<file path="config.mk">
export PLATFORM = sky130hd
export DESIGN_NAME = kmc_ctrl
export DESIGN_NICKNAME = d
export VERILOG_FILES = /design/src/rtl/kmc_pkg.sv /design/src/rtl/kmc_ctrl.sv
export SDC_FILE = /design/constraint.sdc
export NUM_CORES = 1
export LEC_CHECK = 0
export ABC_AREA = 1
export CORE_AREA = 2 2 39 41
export CTS_CLUSTER_DIAMETER = 100
export DETAILED_ROUTE_END_ITERATION = 8
export DIE_AREA = 0 0 41 43
export DONT_BUFFER_PORTS = 1
export HOLD_SLACK_MARGIN = 0.08
export PLACE_DENSITY = 0.62
export SLEW_MARGIN = 10
export SYNTH_ARGS = -nofsm -noshare
export SYNTH_HDL_FRONTEND = slang
export SYNTH_SLANG_ARGS = --single-unit
</file>
<file path="constraint.sdc">
create_clock -name clk_i -period 3.4 [get_ports clk_i]
set_clock_uncertainty 0.05 [all_clocks]
set_input_delay 0.51 -clock clk_i [delete_from_list [all_inputs] [get_ports clk_i]]
set_output_delay 0.51 -clock clk_i [all_outputs]
set_load 0.01 [all_outputs]
</file>
<file path="src/rtl/kmc_pkg.sv">
// shared constants, codes and types of the kruskal maze carver
package kmc_pkg;

  localparam int MAX_SIDE   = 64;
  localparam int FRAC_BITS  = 16;
  localparam int GRID_W     = 7;
  localparam int COORD_W    = $clog2(MAX_SIDE);
  localparam int CELL_W     = 2 * COORD_W;
  localparam int CELLS      = MAX_SIDE * MAX_SIDE;
  localparam int WALL_DEPTH = 2 * CELLS;
  localparam int WADDR_W    = $clog2(WALL_DEPTH);
  localparam int LEN_W      = WADDR_W + 1;
  localparam int WALL_W     = 2 * COORD_W + 1;
  localparam int PROD_W     = FRAC_BITS + LEN_W;
  localparam int R_W        = PROD_W - FRAC_BITS - 1;

  typedef enum logic [0:0] {
    CFG_GRID_WIDTH  = 1'b0,
    CFG_GRID_HEIGHT = 1'b1
  } cfg_idx_e;

  typedef enum logic [1:0] {
    ST_OK      = 2'd0,
    ST_BAD     = 2'd1,
    ST_NOTHING = 2'd2
  } status_e;

  typedef enum logic [4:0] {
    OP_IDLE,
    OP_LOAD,
    OP_FILL,
    OP_ROW,
    OP_MUL,
    OP_POS,
    OP_RD_ENT,
    OP_GET_ENT,
    OP_SH_RD,
    OP_SH_WR,
    OP_SHRINK,
    OP_FA_RD,
    OP_FA_CHK,
    OP_FB_RD,
    OP_FB_CHK,
    OP_UNITE,
    OP_RESULT
  } op_e;

  typedef enum logic [3:0] {
    S_IDLE,
    S_FILL,
    S_ROW,
    S_MUL,
    S_POS,
    S_RD_ENT,
    S_GET_ENT,
    S_SHIFT,
    S_SH_WR,
    S_FA_RD,
    S_FA_CHK,
    S_FB_RD,
    S_FB_CHK,
    S_UNITE,
    S_DONE
  } state_e;

  typedef struct packed {
    logic start_ok;
    logic pick_ok;
    logic fill_last;
    logic row_done;
    logic shift_done;
    logic root_hit;
  } dp_status_t;

endpackage

</file>
<file path="src/rtl/kmc_ctrl.sv">
// controller: sequencing state machine and output valid
module kmc_ctrl (
  input  logic                clk_i,
  input  logic                rst_ni,
  input  logic                in_valid_i,
  output logic                in_stall_o,
  output logic                out_valid_o,
  input  logic                out_stall_i,
  input  kmc_pkg::dp_status_t status_i,
  output kmc_pkg::op_e        op_o
);
  import kmc_pkg::*;

  state_e state_q, state_d;
  logic   out_valid_q, out_valid_d;
  logic   out_free;

  assign out_free = !out_valid_q || !out_stall_i;

  always_ff @(posedge clk_i or negedge rst_ni) begin
    if (!rst_ni) begin
      state_q     <= S_IDLE;
      out_valid_q <= 1'b0;
    end else begin
      state_q     <= state_d;
      out_valid_q <= out_valid_d;
    end
  end

  always_comb begin
    state_d     = state_q;
    op_o        = OP_IDLE;
    out_valid_d = out_valid_q && out_stall_i;
    case (state_q)
      S_IDLE: begin
        if (in_valid_i) begin
          op_o = OP_LOAD;
          if (status_i.start_ok)     state_d = S_FILL;
          else if (status_i.pick_ok) state_d = S_MUL;
          else                       state_d = S_DONE;
        end
      end
      S_FILL: begin
        op_o = OP_FILL;
        if (status_i.fill_last) state_d = S_ROW;
      end
      S_ROW: begin
        if (status_i.row_done) state_d = S_DONE;
        else                   op_o = OP_ROW;
      end
      S_MUL: begin
        op_o    = OP_MUL;
        state_d = S_POS;
      end
      S_POS: begin
        op_o    = OP_POS;
        state_d = S_RD_ENT;
      end
      S_RD_ENT: begin
        op_o    = OP_RD_ENT;
        state_d = S_GET_ENT;
      end
      S_GET_ENT: begin
        op_o    = OP_GET_ENT;
        state_d = S_SHIFT;
      end
      S_SHIFT: begin
        if (status_i.shift_done) begin
          op_o    = OP_SHRINK;
          state_d = S_FA_RD;
        end else begin
          op_o    = OP_SH_RD;
          state_d = S_SH_WR;
        end
      end
      S_SH_WR: begin
        op_o    = OP_SH_WR;
        state_d = S_SHIFT;
      end
      S_FA_RD: begin
        op_o    = OP_FA_RD;
        state_d = S_FA_CHK;
      end
      S_FA_CHK: begin
        op_o    = OP_FA_CHK;
        state_d = status_i.root_hit ? S_FB_RD : S_FA_RD;
      end
      S_FB_RD: begin
        op_o    = OP_FB_RD;
        state_d = S_FB_CHK;
      end
      S_FB_CHK: begin
        op_o    = OP_FB_CHK;
        state_d = status_i.root_hit ? S_UNITE : S_FB_RD;
      end
      S_UNITE: begin
        op_o    = OP_UNITE;
        state_d = S_DONE;
      end
      S_DONE: begin
        if (out_free) begin
          op_o        = OP_RESULT;
          out_valid_d = 1'b1;
          state_d     = S_IDLE;
        end
      end
      default: state_d = S_IDLE;
    endcase
  end

  assign in_stall_o  = (state_q != S_IDLE);
  assign out_valid_o = out_valid_q;

endmodule

</file>
# Yosys cells after proc, flatten, opt, wreduce, memory -nomap -nowiden
# Cells that the tools add are included.
# classes
eq_ne	18
muxes	17
reduce_logical	8
# op_table
cell	n
5-bit case mux with 15 select lines	1
4-bit case mux with 14 select lines	1
4-bit == test (second input constant)	7
4-bit two-way mux	6
4-bit by 3-bit == test with 1-bit output (second input constant)	4
4-bit by 2-bit == test with 1-bit output (second input constant)	2
2-bit inequality test (second input constant)	4
2-bit two-way mux	3
5-bit two-way mux	1
4-bit by 1-bit == test with 1-bit output (second input constant)	1
4-bit zero test	1
1-bit two-way mux	4
4-bit AND reduction	1
4-bit nonzero test	1
3-bit two-way mux	1
1-bit zero test	2
2-bit OR reduction	1
1-bit logical AND	1
1-bit logical OR	1
# totals
reg_bits	5
output_inout_bits	7

# Logic depth before layout (Yosys ltp)
# depth
depth_word	4
mapped_depth	9
depth_no_buf	8

# Worst setup path before layout
# No wires, ideal clock.
# synth_timing
path_kind	flip-flop to output port
startpoint	register state_q[2]
endpoint	output op_o[0]
arrival_ns	1.075
required_ns	2.840
path_slack_ns	1.765
path_stages_with_launch	5
path_buffers	1
path_cell_list	dfrtp_1 > buf_6 > nor2_2 > nand2_2 > o2111ai_1
# synth_via
elab_chain_len	2
# synth_rtl
item	line_no	text
start: declaration	kmc_ctrl.sv:14	state_e state_q, state_d;
start signal: assignment	kmc_ctrl.sv:25	state_q <= state_d;
4-bit == test, or another cell as far along	kmc_ctrl.sv:34	case (state_q)
5-bit case mux with 15 select lines (*)	kmc_ctrl.sv:34	
end: declaration	kmc_ctrl.sv:10	output kmc_pkg::op_e op_o
# Every way passes the cells marked *; elsewhere a longest branch is shown, timed or not.

# Worst setup path after layout
# layout_timing
startpoint	register state_q[0]
endpoint	output op_o[0]
# Same word-level chain as after synthesis.

==> reports/metrics.cfg <==
[clocking]
clk_pin_slew_worst_paths_ns=0.04
htree_levels=1
clock_latency_ns=0.24
cts_resized=0
cts_tree=built
cts.sink_count=5
clockBufferDepth=2
cts_root_buffer=clkbuf_4
numCtsBuffers=3
cts_hold_buf=1
post_cts_buffers=0

[power_and_ir_drop]
pwr-share-seq=0.241
ir_drop_mv=0.4134
power_frac_clock=0.104
p_sw_w=0.0003641
leakage_nw=0.3741
internal-power_w=0.0002741
power_frac_comb=0.655
p_per_area_mw_per_mm2=1035
switching_share=0.5705

[setup_path]
arrival_ns=1.46
critPathLaunchType=flop
crit_fanout=8
critPathKind=flop to primary output
cp-end-kind=primary output
worstPathRequired_ns=2.84

[synthesis]
synth_cell_type_count=22
synth_seq_cells=5
avgSynthCellArea_um2=5.972
yosysWarnings=0
synth.largest_area_cell=nand2_1
synth_nets=107
synthTopCellsByArea=nand2_1 (22%), dfrtp_1 (22%), nor2_1 (8.4%)
syn_area_um2=579.3
synth_top_area_frac=0.2203
ys_seq_area_frac=0.2160
syn_inst=97

[finish]
fin_nets=111
antenna_cells=0
mostFrequentLayoutCells=nand2_1 (34), nor2_1 (13), inv_1 (10)
multiInputGateArea_um2=382.9
fin_cells=116
seq_area_um2=125.1
final_common_cell=nand2_1
area_delta_synth_final_pct=6.479
fillerInstances=165
drive_gt1_frac=0.2100
finalInstanceArea_um2=616.8

[die]
num_rows=14
die_w_um=41
core_area_mm2=0.001384
die_h_um=43
ios=17
die-area_mm2=0.001763
start_util=0.4186

[placement]
place.detailed.hpwl_um=1096
place_ws_ns=1.640
port-buffer-count=0
dpl-instance-area_um2=580.6
gp_congestion=0.7371
placed_cells=111

[sta]
period_needed_ns=2.021
drv_slew=0
setup_slack_ns=1.379
period_share=0.5945
whs_ns=0.3827
finalSetupTns_ns=0
hold_viol_final=0
grt_setup_unrepaired=false
worstMarginPinSlew_ns=0.4358
fmax_mhz=494.7
relSlewSlack=0.7095
setup_viol=0

[flow_run]
cap_viol_max_count=0

[routing]
routed_wl_um=1294
drc=0
antenna_left=0
vias=586
viasPerCell=5.052
drt-initial-drc-count=8
first_pass_iters=4
wl_per_cell_um=11.16

[grt]
antenna_found_initial=0
grtUsageTotal=0.1715
grt_pass1_vias=548
grt_max_degree=9
grt_pass1_wl_um=2097
overflow=0

[status]
outcome=finished, final reports clean

[worst_hold_path]
hold_class=primary input to flop

==> worst max-delay path, stage by stage, from the launching register on <==
cell and delay (ns):
dfrtp_1 0.53, nor2_4 0.23, nand2_2 0.14, o2111ai_1 0.32
==> through the flow <==
stage	utilization	total power [W]
floorplan	-	0.0005141
global placement	0.4195	0.0005722
detailed placement	0.4195	0.0005732
CTS	0.4458	0.0006455
global route	0.4458	0.0007173
finish	0.4458	0.0006382
==> flip-flops by register name, indices dropped and copies added, names as in the netlist <==
signal	count
out_valid_o	1
state_q	4
==> layout make-up <==
| class | instances | area share |
|---|---|---|
| well taps | 16 | 0.03245 |
| flip-flops and latches | 5 | 0.2028 |
| inverters | 14 | 0.08519 |
| clock buffers | 4 | 0.04260 |
| multi-input cells | 76 | 0.6207 |
| repair buffers | 1 | 0.01623 |
==> kinds of logic (layout without fill, tap and decap cells) <==
group | Yosys count | in the layout | synth area share
compound gates | 7 | 7 | 0.07992
buf+inv | 16 | 19 | 0.1231
flops | 5 | 5 | 0.2160
simple gates | 69 | 69 | 0.5810
==> Yosys cell counts, drive strengths merged <==
| cell | instances |
|---|---|
| nand2 | 38 |
| nor2 | 20 |
| inv | 14 |
| nand3 | 7 |
| dfrtp | 5 |
| buf | 2 |
| nor3 | 2 |
| o21ai | 2 |
| a21oi | 1 |
| a22oi | 1 |
| nand3b | 1 |
| nand4 | 1 |
| o2111ai | 1 |
| o21a | 1 |
| o31ai | 1 |
==> worst paths after layout <==
| kind | cells after the start | slack, ns | to | start |
|---|---|---|---|---|
| max | 3 | 1.38 | op_o[0] | state_q[0] |
| min | 2 | 0.38 | out_valid_o | out_stall_i |
| max reg2reg | 7 | 1.99 | state_q[1] | state_q[0] |
| min reg2reg | 2 | 0.53 | out_valid_o | out_valid_o |
| max in group asynchronous | 1 | 2.59 | state_q[3] | rst_ni |
| min in group asynchronous | 1 | 0.51 | state_q[1] | rst_ni |
==> power groups by stage <==
stage / sequential [W] / clock [W] / combinational (W)
global placement: 0.000153 / 0 / 0.000419
floorplan: 0.000115 / 0 / 0.000399
CTS: 0.000154 / 0.0000696 / 0.000422
global route: 0.000161 / 0.0000735 / 0.000483
finish: 0.000154 / 0.0000663 / 0.000418
detailed placement: 0.000154 / 0 / 0.000419
==> per-layer routing <==
layer | GRT usage | part of all wire | vias up
li1 | - | - | 310
met1 | 0.2092 | 0.47 | 268
met2 | 0.2938 | 0.50 | 8
met3 | 0.01571 | 0.030 | 0
met4 | 0.06000 | 0 | 0
met5 | 0 | 0 | -
No activity file was read; power rests on OpenSTA's default activity.
